$ cat config.mk
export PLATFORM = sky130hd
export DESIGN_NAME = mhi_ctrl
export DESIGN_NICKNAME = d
export VERILOG_FILES = /design/src/hw/rtl/mhi_pkg.sv /design/src/hw/rtl/mhi_ctrl.sv
export SDC_FILE = /design/constraint.sdc
export NUM_CORES = 1
export LEC_CHECK = 0
export BUFFER_PORTS_ARGS = -buffer_cell sky130_fd_sc_hd__buf_2
export CORE_AREA = 2 2 42 44
export DETAILED_ROUTE_END_ITERATION = 8
export DIE_AREA = 0 0 44 46
export SETUP_SLACK_MARGIN = 0.02
export SLEW_MARGIN = 5
export SYNTH_ARGS = -nofsm -noshare
export SYNTH_HDL_FRONTEND = slang
export SYNTH_SLANG_ARGS = --single-unit
$ cat constraint.sdc
create_clock -name clk -period 2.75 [get_ports clk]
set_input_delay 0.1375 -clock clk [delete_from_list [all_inputs] [get_ports clk]]
set_output_delay 0.1375 -clock clk [all_outputs]
set_load 0.01 [all_outputs]
$ cat src/hw/rtl/mhi_pkg.sv
package mhi_pkg;

    localparam logic OP_INSERT = 1'b0;
    localparam logic OP_FIND   = 1'b1;

    typedef enum logic [2:0] {
        ST_INSERTED = 3'd0,
        ST_FULL     = 3'd1,
        ST_DUP      = 3'd2,
        ST_FOUND    = 3'd3,
        ST_NOTFOUND = 3'd4
    } mhi_status_t;

    typedef struct packed {
        logic               opcode;
        logic signed [31:0] key;
    } mhi_req_t;

    typedef struct packed {
        mhi_status_t status;
        logic [8:0]  entry_count;
    } mhi_rsp_t;

    typedef enum logic [2:0] {
        S_IDLE,
        S_START,
        S_SCAN,
        S_SIFT_RD,
        S_SIFT_CMP,
        S_REPLY
    } mhi_state_t;

    // controller -> datapath
    typedef struct packed {
        logic        load_req;
        logic        scan_start;
        logic        scan_step;
        logic        sift_start;
        logic        parent_rd;
        logic        write_parent;
        logic        write_key;
        logic        set_status;
        mhi_status_t status_code;
        logic        rsp_load;
    } mhi_cmd_t;

    // datapath -> controller
    typedef struct packed {
        logic op_insert;
        logic full;
        logic hit;
        logic scan_done;
        logic at_root;
        logic parent_less;
        logic out_free;
    } mhi_sts_t;

endpackage

$ cat src/hw/rtl/mhi_ctrl.sv
module mhi_ctrl
    import mhi_pkg::*;
(
    input  logic     clk,
    input  logic     rst_n,
    input  logic     req_valid,
    output logic     req_stall,
    input  mhi_sts_t sts,
    output mhi_cmd_t cmd
);

    mhi_state_t state_reg;
    mhi_state_t state_next;

    always_ff @(posedge clk or negedge rst_n)
    begin
        if (!rst_n)
        begin
            state_reg <= S_IDLE;
        end
        else
        begin
            state_reg <= state_next;
        end
    end

    always_comb
    begin
        cmd        = '0;
        state_next = state_reg;
        req_stall  = (state_reg != S_IDLE);
        unique case (state_reg)
            S_IDLE:
            begin
                if (req_valid)
                begin
                    cmd.load_req = 1'b1;
                    state_next   = S_START;
                end
            end
            S_START:
            begin
                // full is checked before the duplicate scan
                if (sts.op_insert && sts.full)
                begin
                    cmd.set_status  = 1'b1;
                    cmd.status_code = ST_FULL;
                    state_next      = S_REPLY;
                end
                else
                begin
                    cmd.scan_start = 1'b1;
                    state_next     = S_SCAN;
                end
            end
            S_SCAN:
            begin
                cmd.scan_step = 1'b1;
                // keeps scanning while neither a hit nor the end is seen
                if (sts.hit)
                begin
                    cmd.set_status  = 1'b1;
                    cmd.status_code = sts.op_insert ? ST_DUP : ST_FOUND;
                    state_next      = S_REPLY;
                end
                else if (sts.scan_done)
                begin
                    if (sts.op_insert)
                    begin
                        cmd.sift_start = 1'b1;
                        state_next     = S_SIFT_RD;
                    end
                    else
                    begin
                        cmd.set_status  = 1'b1;
                        cmd.status_code = ST_NOTFOUND;
                        state_next      = S_REPLY;
                    end
                end
            end
            S_SIFT_RD:
            begin
                if (sts.at_root)
                begin
                    cmd.write_key   = 1'b1;
                    cmd.set_status  = 1'b1;
                    cmd.status_code = ST_INSERTED;
                    state_next      = S_REPLY;
                end
                else
                begin
                    cmd.parent_rd = 1'b1;
                    state_next    = S_SIFT_CMP;
                end
            end
            S_SIFT_CMP:
            begin
                if (sts.parent_less)
                begin
                    cmd.write_parent = 1'b1;
                    state_next       = S_SIFT_RD;
                end
                else
                begin
                    cmd.write_key   = 1'b1;
                    cmd.set_status  = 1'b1;
                    cmd.status_code = ST_INSERTED;
                    state_next      = S_REPLY;
                end
            end
            S_REPLY:
            begin
                if (sts.out_free)
                begin
                    cmd.rsp_load = 1'b1;
                    state_next   = S_IDLE;
                end
            end
            default:
            begin
                state_next = S_IDLE;
            end
        endcase
    end

endmodule

==> results.toml, run 1 <==
[grt]
grtUsageTotal_pct = 11.5
antenna_found_initial = 0
use_met3_pct = 3.97
grt.met1_usage_pct = 15.0
globalRouteOverflowTotal = 0
grt_pass1_wl_mm = 1.67
use_met2_pct = 16.8
grt_max_degree = 15
grt_pass1_vias = 391
busiest_layer = "met2"

[clock_network]
cts-root-buf = "clkbuf_4"
clock_latency_ns = 0.23
numCtsBuffers = 3
clock_sinks = 3
path_clk_slew_ns = 0.04
cts.htree.levels = 1
post_cts_buffers = 0
cts_buffer_depth = 2
cts_tree = "done"

[route]
drcViolationCount = 0
drt_first_iter_violations = 5
ant_nets = 0
totalWireLength_mm = 1.00
wire_per_inst_um = 10.4
via_per_inst = 4.67
first_pass_iters = 4
vias = 448

[finish]
drive_above_1_share_pct = 36.7
antenna_cells = 0
fillers = 194
area_growth_pct = 41.6
largest_register_ffs = 3
final_nets = 90
final_util_pct = 33.3

[sta]
finalCriticalPeriod_ns = 1.75
final-setup-viol-count = 0
setup_tns_ns = 0
finClkSkew_ns = 0.00125
hold_viol = 0
timing.fmax_ghz = 0.570
slew-limit-headroom_pct = 74.9
tightest_slew_ns = 0.377
rsz0062_at_grt = "no"
period_share_pct = 63.8
slew_violations = 0

[synthesis]
synthXorXnorAreaFrac_pct = 0
yosys.area_share.adder_pct = 0
synthArstFlopShare_pct = 100
synth-simple-area-share_pct = 49.2
synth_compound_area_share_pct = 25.4
muxShareOfSynthArea_pct = 0
synth_flop_cell = "dfrtp_1"
synth_commonest_cells = "a21oi_1, nor2_1, o21ai_0"
post_synth.cell_area_avg_um2 = 7.02
synth_top_area_share_pct = 19.8
synth_area_leaders = "dfrtp_1, a21oi_1, o21ai_0, nor2_1, and2_1"
yosys_warnings = 0
synth_seq_area_share_pct = 19.8
syn_area_um2 = 379
synth_top_family_by_area = "simple AND/OR/NAND/NOR gates"
yosysUniqueCellTypes = 24
synth_nets = 64
synth-edff-count = 0
synth_top_area_cell = "dfrtp_1"
synthCells = 54
synth_seq_cells = 3

[power_and_ir_drop]
peakVddDrop_uv = 417
combPwrFrac_pct = 58.8
p_sw_share_pct = 46.7
power_frac_clock_pct = 16.7
finalPower_mw = 0.455
p_sw_mw = 0.213
seqPwrFrac_pct = 24.6
power.internal_mw = 0.243
cellPowerDensity_nw_per_um2 = 848
p_leak_nw = 0.281

[min_path]
hold-path-endpoint = "state_reg[0]"
hp-start = "sts[0]"
hold_path.class = "input pin to flop"
holdPathStages = 2

[floorplan]
floorplan.initialDensity_pct = 23.5
fp.dieH_um = 46
io_pins = 23
die_w_um = 44
num_rows = 15
coreArea_um2 = 1610
die_area_um2 = 2020

[critical_path]
end_kind = "output port"
arrival_ns = 1.62
worstSetupStartpointType = "flop"
rr_startpoint = "state_reg[2]"
r2r_end = "state_reg[2]"
cp_max_fo = 14
r2r_setup_slack_ns = 1.26
critPathKind = "flop to output port"
cp.required_ns = 2.61
rr_worst_depth = 4

[flow_run]
max_cap_viol_count = 0

[placement]
hpwl_um = 789
gp_congestion = 0.724
io_buffers = 22

[outcome]
outcome = "finished clean"
==> worst max-delay path, cell delays in order, from the launching register on <==
cell      delay [ns]
dfrtp_1         0.50
or2_1           0.30
nor3b_2         0.21
o21bai_4        0.15
or2_1           0.10
buf_2           0.11
==> area by class of cell <==
type	instances	area (um2)	area share [%]
multi-input combinational	46	283	52.7
timing repair buffer	23	120	22.4
sequential	3	75.1	14.0
clock buffer	4	26.3	4.90
tap	17	21.3	3.96
inverter	3	11.3	2.10
==> power by group through the flow <==
stage / clock [mW] / sequential, mW / combinational, mW
2_1_floorplan: 0 / 0.0805 / 0.215
3_3_place_gp: 0 / 0.111 / 0.268
3_5_place_dp: 0 / 0.111 / 0.268
4_1_cts: 0.0812 / 0.111 / 0.272
5_1_grt: 0.0858 / 0.121 / 0.304
6_report: 0.0759 / 0.112 / 0.268
==> cell families after synthesis <==
logic type / Yosys count
AOI/OAI and AO/OA: 15
buffers and inverters: 5
DFF: 3
and+or+nand+nor: 31
==> metal layers <==
| metal | share of wire (%) | wire length [um] | vias to the layer above |
|---|---|---|---|
| li1 | - | - | 245 |
| met1 | 47 | 471 | 188 |
| met2 | 46 | 461 | 15 |
| met3 | 6.7 | 67 | 0 |
| met4 | 0 | 0 | 0 |
| met5 | 0 | 0 | - |
==> placed cells by master (no fill, tap or decap) <==
master	n
buf_2	22
nor2_1	6
a21oi_1	6
o21ai_0	5
nor2b_1	3
and2_1	3
and3_1	3
nand2_1	3
inv_1	3
clkbuf_4	3
dfrtp_1	3
nand2b_1	2
or2_1	2
nand3_1	2
or3_1	1
and4bb_2	1
nor3_2	1
and2b_1	1
nor3b_2	1
o21bai_4	1
nand3b_1	1
nor3_1	1
o22ai_1	1
o221ai_1	1
o31ai_1	1
clkbuf_1	1
dlygate4sd3_1	1
==> per-stage QoR <==
step                      area [um2]  instances  worst slack, ns  hold slack (ns)
final                            537         96            0.996            0.131
after floorplan                  379         54             1.44           -0.158
after global routing             537         96            0.860            0.150
after CTS                        537         96            0.987            0.122
after detailed placement         500         91             1.24          -0.0656
after global placement           500         91             1.25          -0.0652
==> worst max path at each step <==
stage,end,startpoint,slack (ns),depth (start not counted)
floorplan,cmd[11],state_reg[0],1.44,3
global placement,state_reg[2],state_reg[2],1.25,4
detailed placement,cmd[4],state_reg[0],1.24,5
CTS,cmd[4],state_reg[0],0.99,5
global route,cmd[4],state_reg[0],0.86,5
finish,cmd[4],state_reg[0],1.0,5
==> repair_timing <==
item	CTS	global route
hold endpoints to repair	3	0
hold buffers	1	0
gates resized for setup	0	0
(Power assumes the default switching activity.)
==> inputs of run 2 (changes only) <==
- clock period: 2.75 -> 1.65 ns (I/O delays scaled with it)
==> results.toml, run 2 (synthesized netlist as in run 1, its figures left out) <==
[clock_network]
clock_latency_ns = 0.24
cts.htree.levels = 1
clock_sinks = 3
cts_buffer_depth = 2
path_clk_slew_ns = 0.04
cts-root-buf = "clkbuf_4"
numCtsBuffers = 3
cts_tree = "done"

[sta]
period_share_pct = 95.7
hold_viol = 0
hold-worst-slack_ns = 0.0616
tightest_slew_ns = 0.306
worst_slack_ns = 0.0717
slew_violations = 0
timing.fmax_ghz = 0.634
rsz0062_at_grt = "yes"
slew-limit-headroom_pct = 79.6
finalCriticalPeriod_ns = 1.58
final-setup-viol-count = 0
finClkSkew_ns = 0.00387

[power_and_ir_drop]
p_sw_mw = 0.381
peakVddDrop_uv = 564
combPwrFrac_pct = 65.6
power.internal_mw = 0.466
power_frac_clock_pct = 15.8
p_sw_share_pct = 44.9
cellPowerDensity_nw_per_um2 = 1460
seqPwrFrac_pct = 18.6
p_leak_nw = 0.305

[grt]
antenna_found_initial = 0
grt_max_degree = 12
globalRouteOverflowTotal = 0
grtUsageTotal_pct = 11.6
grt_pass1_vias = 404
grt_pass1_wl_mm = 1.69

[critical_path]
arrival_ns = 1.50
path_buf_inv = 1
cpMostUsedCell = "or2_1"
end_kind = "output port"
cp.required_ns = 1.57
cp_max_fo = 8
critPathKind = "flop to output port"
crit_chain = "or2_1 -> nor3b_2 -> o21bai_4 -> or2_1 -> buf_2"
max_stage_delay_ns = 0.44
crit_slowest_cell = "dfrtp_2"
worstSetupStartpointType = "flop"
critPathTopFamily = "simple AND/OR/NAND/NOR gates"

[finish]
largest_register_ffs = 3
final_nets = 95
mostFrequentLayoutCells = "buf_2, nor2_1, a21oi_1"
area_growth_pct = 52.8
antenna_cells = 0
drive_above_1_share_pct = 44.0
final_common_cell = "buf_2"

[floorplan]
fp.dieH_um = 46
die_w_um = 44
coreArea_um2 = 1610
die_area_um2 = 2020
io_pins = 23
floorplan.initialDensity_pct = 23.5
num_rows = 15

[route]
wire_per_inst_um = 10.9
drt_first_iter_violations = 2
via_per_inst = 4.75
vias = 480
ant_nets = 0
totalWireLength_mm = 1.10
drcViolationCount = 0
first_pass_iters = 4

[flow_run]
max_cap_viol_count = 0

[placement]
io_buffers = 22
pre_cts_slack_ns = 0.273
hpwl_um = 797
gp_congestion = 0.815

[min_path]
hold_path.class = "input pin to flop"

[outcome]
outcome = "finished clean"
==> run 2: changes by cell type in the layout (fill, tap and decap cells not counted), sizes merged <==
| cell | change |
|---|---|
| buf | +5 |
==> run 2: cell type report <==
class	instances	area, um2
fill	182	1030
multi-input combinational	46	285
timing repair buffer	28	158
sequential	3	77.6
clock buffer	4	26.3
tap	17	21.3
inverter	3	11.3
==> run 2: layer usage <==
layer | GRT usage [%] | up-vias | routed length, um
met5 | 0 | - | 0
met4 | 7.27 | 0 | 8
met3 | 2.38 | 2 | 54
met2 | 17.9 | 15 | 558
met1 | 14.7 | 216 | 476
li1 | - | 247 | -
==> run 2: metrics by stage <==
| stage | instance area (um2) | cells | util [%] | TNS, ns | power [mW] |
|---|---|---|---|---|---|
| after global placement | 515 | 93 | 31.9 | 0 | 0.667 |
| after detailed placement | 515 | 93 | 31.9 | 0 | 0.663 |
| after global routing | 579 | 101 | 35.9 | -0.00616 | 0.935 |
| after CTS | 553 | 98 | 34.3 | 0 | 0.807 |
| final | 579 | 101 | 35.9 | 0 | 0.847 |
| after floorplan | 379 | 54 | - | 0 | 0.493 |
==> run 2: path summary, 6_finish.rpt <==
path	start	to	slack [ns]	cells after the start
max	state_reg[0]	cmd[4]	0.07	5
min	sts[0]	state_reg[2]	0.06	2
max reg2reg	state_reg[0]	state_reg[2]	0.38	5
min reg2reg	state_reg[1]	state_reg[1]	0.63	2
max in group asynchronous	rst_n	state_reg[1]	1.35	2
min in group asynchronous	rst_n	state_reg[0]	0.17	2
==> run 2: repair_timing <==
action | CTS | global route
pin swaps | 0 | 4
gates cloned | 0 | 0
setup buffers | 0 | 3
endpoints found under the hold margin | 3 | 0
resized for setup | 1 | 2
hold buffers | 1 | 0
endpoints found under the setup margin | 1 | 1
==> run 2: power groups by stage <==
stage	registers (mW)	logic, mW	clock network, mW
5_1_grt	0.163	0.620	0.151
3_3_place_gp	0.150	0.517	0
4_1_cts	0.156	0.515	0.137
2_1_floorplan	0.134	0.359	0
3_5_place_dp	0.154	0.509	0
6_report	0.158	0.556	0.134
==> inputs of run 3 (changes only) <==
- CORE_AREA: 2 2 42 44 -> 2 2 39 41
- DIE_AREA: 0 0 44 46 -> 0 0 41 43
==> results.toml, run 3 (synthesized netlist as in run 1, its figures left out) <==
[outcome]
outcome = "finished clean"

[floorplan]
die_w_um = 41
fp.dieH_um = 43
num_rows = 14
coreArea_um2 = 1380
floorplan.initialDensity_pct = 27.4
io_pins = 23
die_area_um2 = 1760

[route]
vias = 497
wire_per_inst_um = 11.0
via_per_inst = 4.92
totalWireLength_mm = 1.11
drcViolationCount = 0
drt_first_iter_violations = 13
ant_nets = 0
first_pass_iters = 4

[power_and_ir_drop]
combPwrFrac_pct = 67.1
p_leak_nw = 0.322
cellPowerDensity_nw_per_um2 = 1460
seqPwrFrac_pct = 18.1
peakVddDrop_uv = 582
p_sw_share_pct = 43.8
finalPower_mw = 0.865
p_sw_mw = 0.379
power_frac_clock_pct = 14.8
power.internal_mw = 0.486

[placement]
io_buffers = 22
dpl_cell_area_um2 = 514
gp_congestion = 0.736

[grt]
grt_max_degree = 11
globalRouteOverflowTotal = 0
use_met2_pct = 17.2
grt_pass1_wl_mm = 1.50
grt.met1_usage_pct = 16.8
grtUsageTotal_pct = 12.9
antenna_found_initial = 0
busiest_layer = "met2"
use_met3_pct = 3.14
grt_pass1_vias = 383

[sta]
slew_violations = 0
slew-limit-headroom_pct = 79.1
final-setup-viol-count = 0
finClkSkew_ns = 0.00158
hold-worst-slack_ns = 0.0590
tightest_slew_ns = 0.314
period_share_pct = 99.8
hold_viol = 0
rsz0062_at_grt = "yes"
finalCriticalPeriod_ns = 1.65
timing.fmax_ghz = 0.607

[min_path]
hold_path.class = "input pin to flop"
holdPathStages = 2

[finish]
multiInputGateArea_um2 = 285
area_growth_pct = 55.8
design_area_um2 = 591
fillers = 154
seq_area_um2 = 77.6
final_common_cell = "buf_2"
mostFrequentLayoutCells = "buf_2, nor2_1, a21oi_1"
antenna_cells = 0
drive_above_1_share_pct = 43.5
largest_register_ffs = 3
final_nets = 96

[clock_network]
cts-root-buf = "clkbuf_4"
cts.htree.levels = 1
cts_buffer_depth = 2
numCtsBuffers = 3
path_clk_slew_ns = 0.04
cts_tree = "done"
clock_sinks = 3
clock_latency_ns = 0.23

[critical_path]
worstSetupStartpointType = "flop"
cp_max_fo = 6
arrival_ns = 1.56
critPathKind = "flop to output port"
rr_worst_depth = 5
cp.required_ns = 1.57
end_kind = "output port"

[flow_run]
max_cap_viol_count = 0
## run 3: cell count changes in the layout (fill, tap and decap cells not counted)
cell,change
dlymetal6s2s_1,+1
## run 3: per-layer routing
metal,part of all wire [%],wire length [um]
met4,0.90,10
met3,4.1,45
met1,44,492
met2,51,562
met5,0,0
## run 3: path summary, 6_finish.rpt
| path | startpoint | to | slack [ns] |
|---|---|---|---|
| min in group asynchronous | rst_n | state_reg[2] | 0.18 |
| max in group asynchronous | rst_n | state_reg[1] | 1.35 |
| min | sts[0] | state_reg[2] | 0.06 |
| max reg2reg | state_reg[1] | state_reg[2] | 0.31 |
| max | state_reg[1] | cmd[4] | 0.004 |
| min reg2reg | state_reg[0] | state_reg[0] | 0.70 |
## run 3: timing repair
action                     CTS  global route
setup endpoints to repair    1             1
setup buffers                0             4
pin swaps                    1             4
hold buffers                 1             0
hold endpoints to repair     3             0
resized for setup            2             1
## run 3: layout make-up
cell class	instances	area share (%)
tap	16	3.39
timing repair buffer	29	28.8
multi-input combinational	46	48.3
sequential	3	13.1
clock buffer	4	4.45
inverter	3	1.91
## run 3: power groups by stage
stage               registers (mW)  logic (mW)  clock network, mW
floorplan                    0.134       0.359                  0
global placement             0.159       0.499                  0
detailed placement           0.161       0.501                  0
CTS                          0.166       0.506              0.135
global route                 0.164       0.646              0.143
finish                       0.156       0.580              0.128
## run 3: through the flow
stage          instances  setup WS [ns]  utilization (%)  TNS [ns]
6_report             101        0.00385             42.7         0
3_3_place_gp          92          0.297             37.2         0
3_5_place_dp          92          0.246             37.2         0
5_1_grt              101        -0.0988             42.7   -0.0988
2_1_floorplan         54          0.397                -         0
4_1_cts               97         0.0263             40.0         0
## run 3: critical path: stages (launching register included)
cell      delay (ns)
dfrtp_2         0.43
or2_1           0.27
nor3b_2         0.25
o21bai_4        0.16
or2_1           0.11
buf_2           0.12
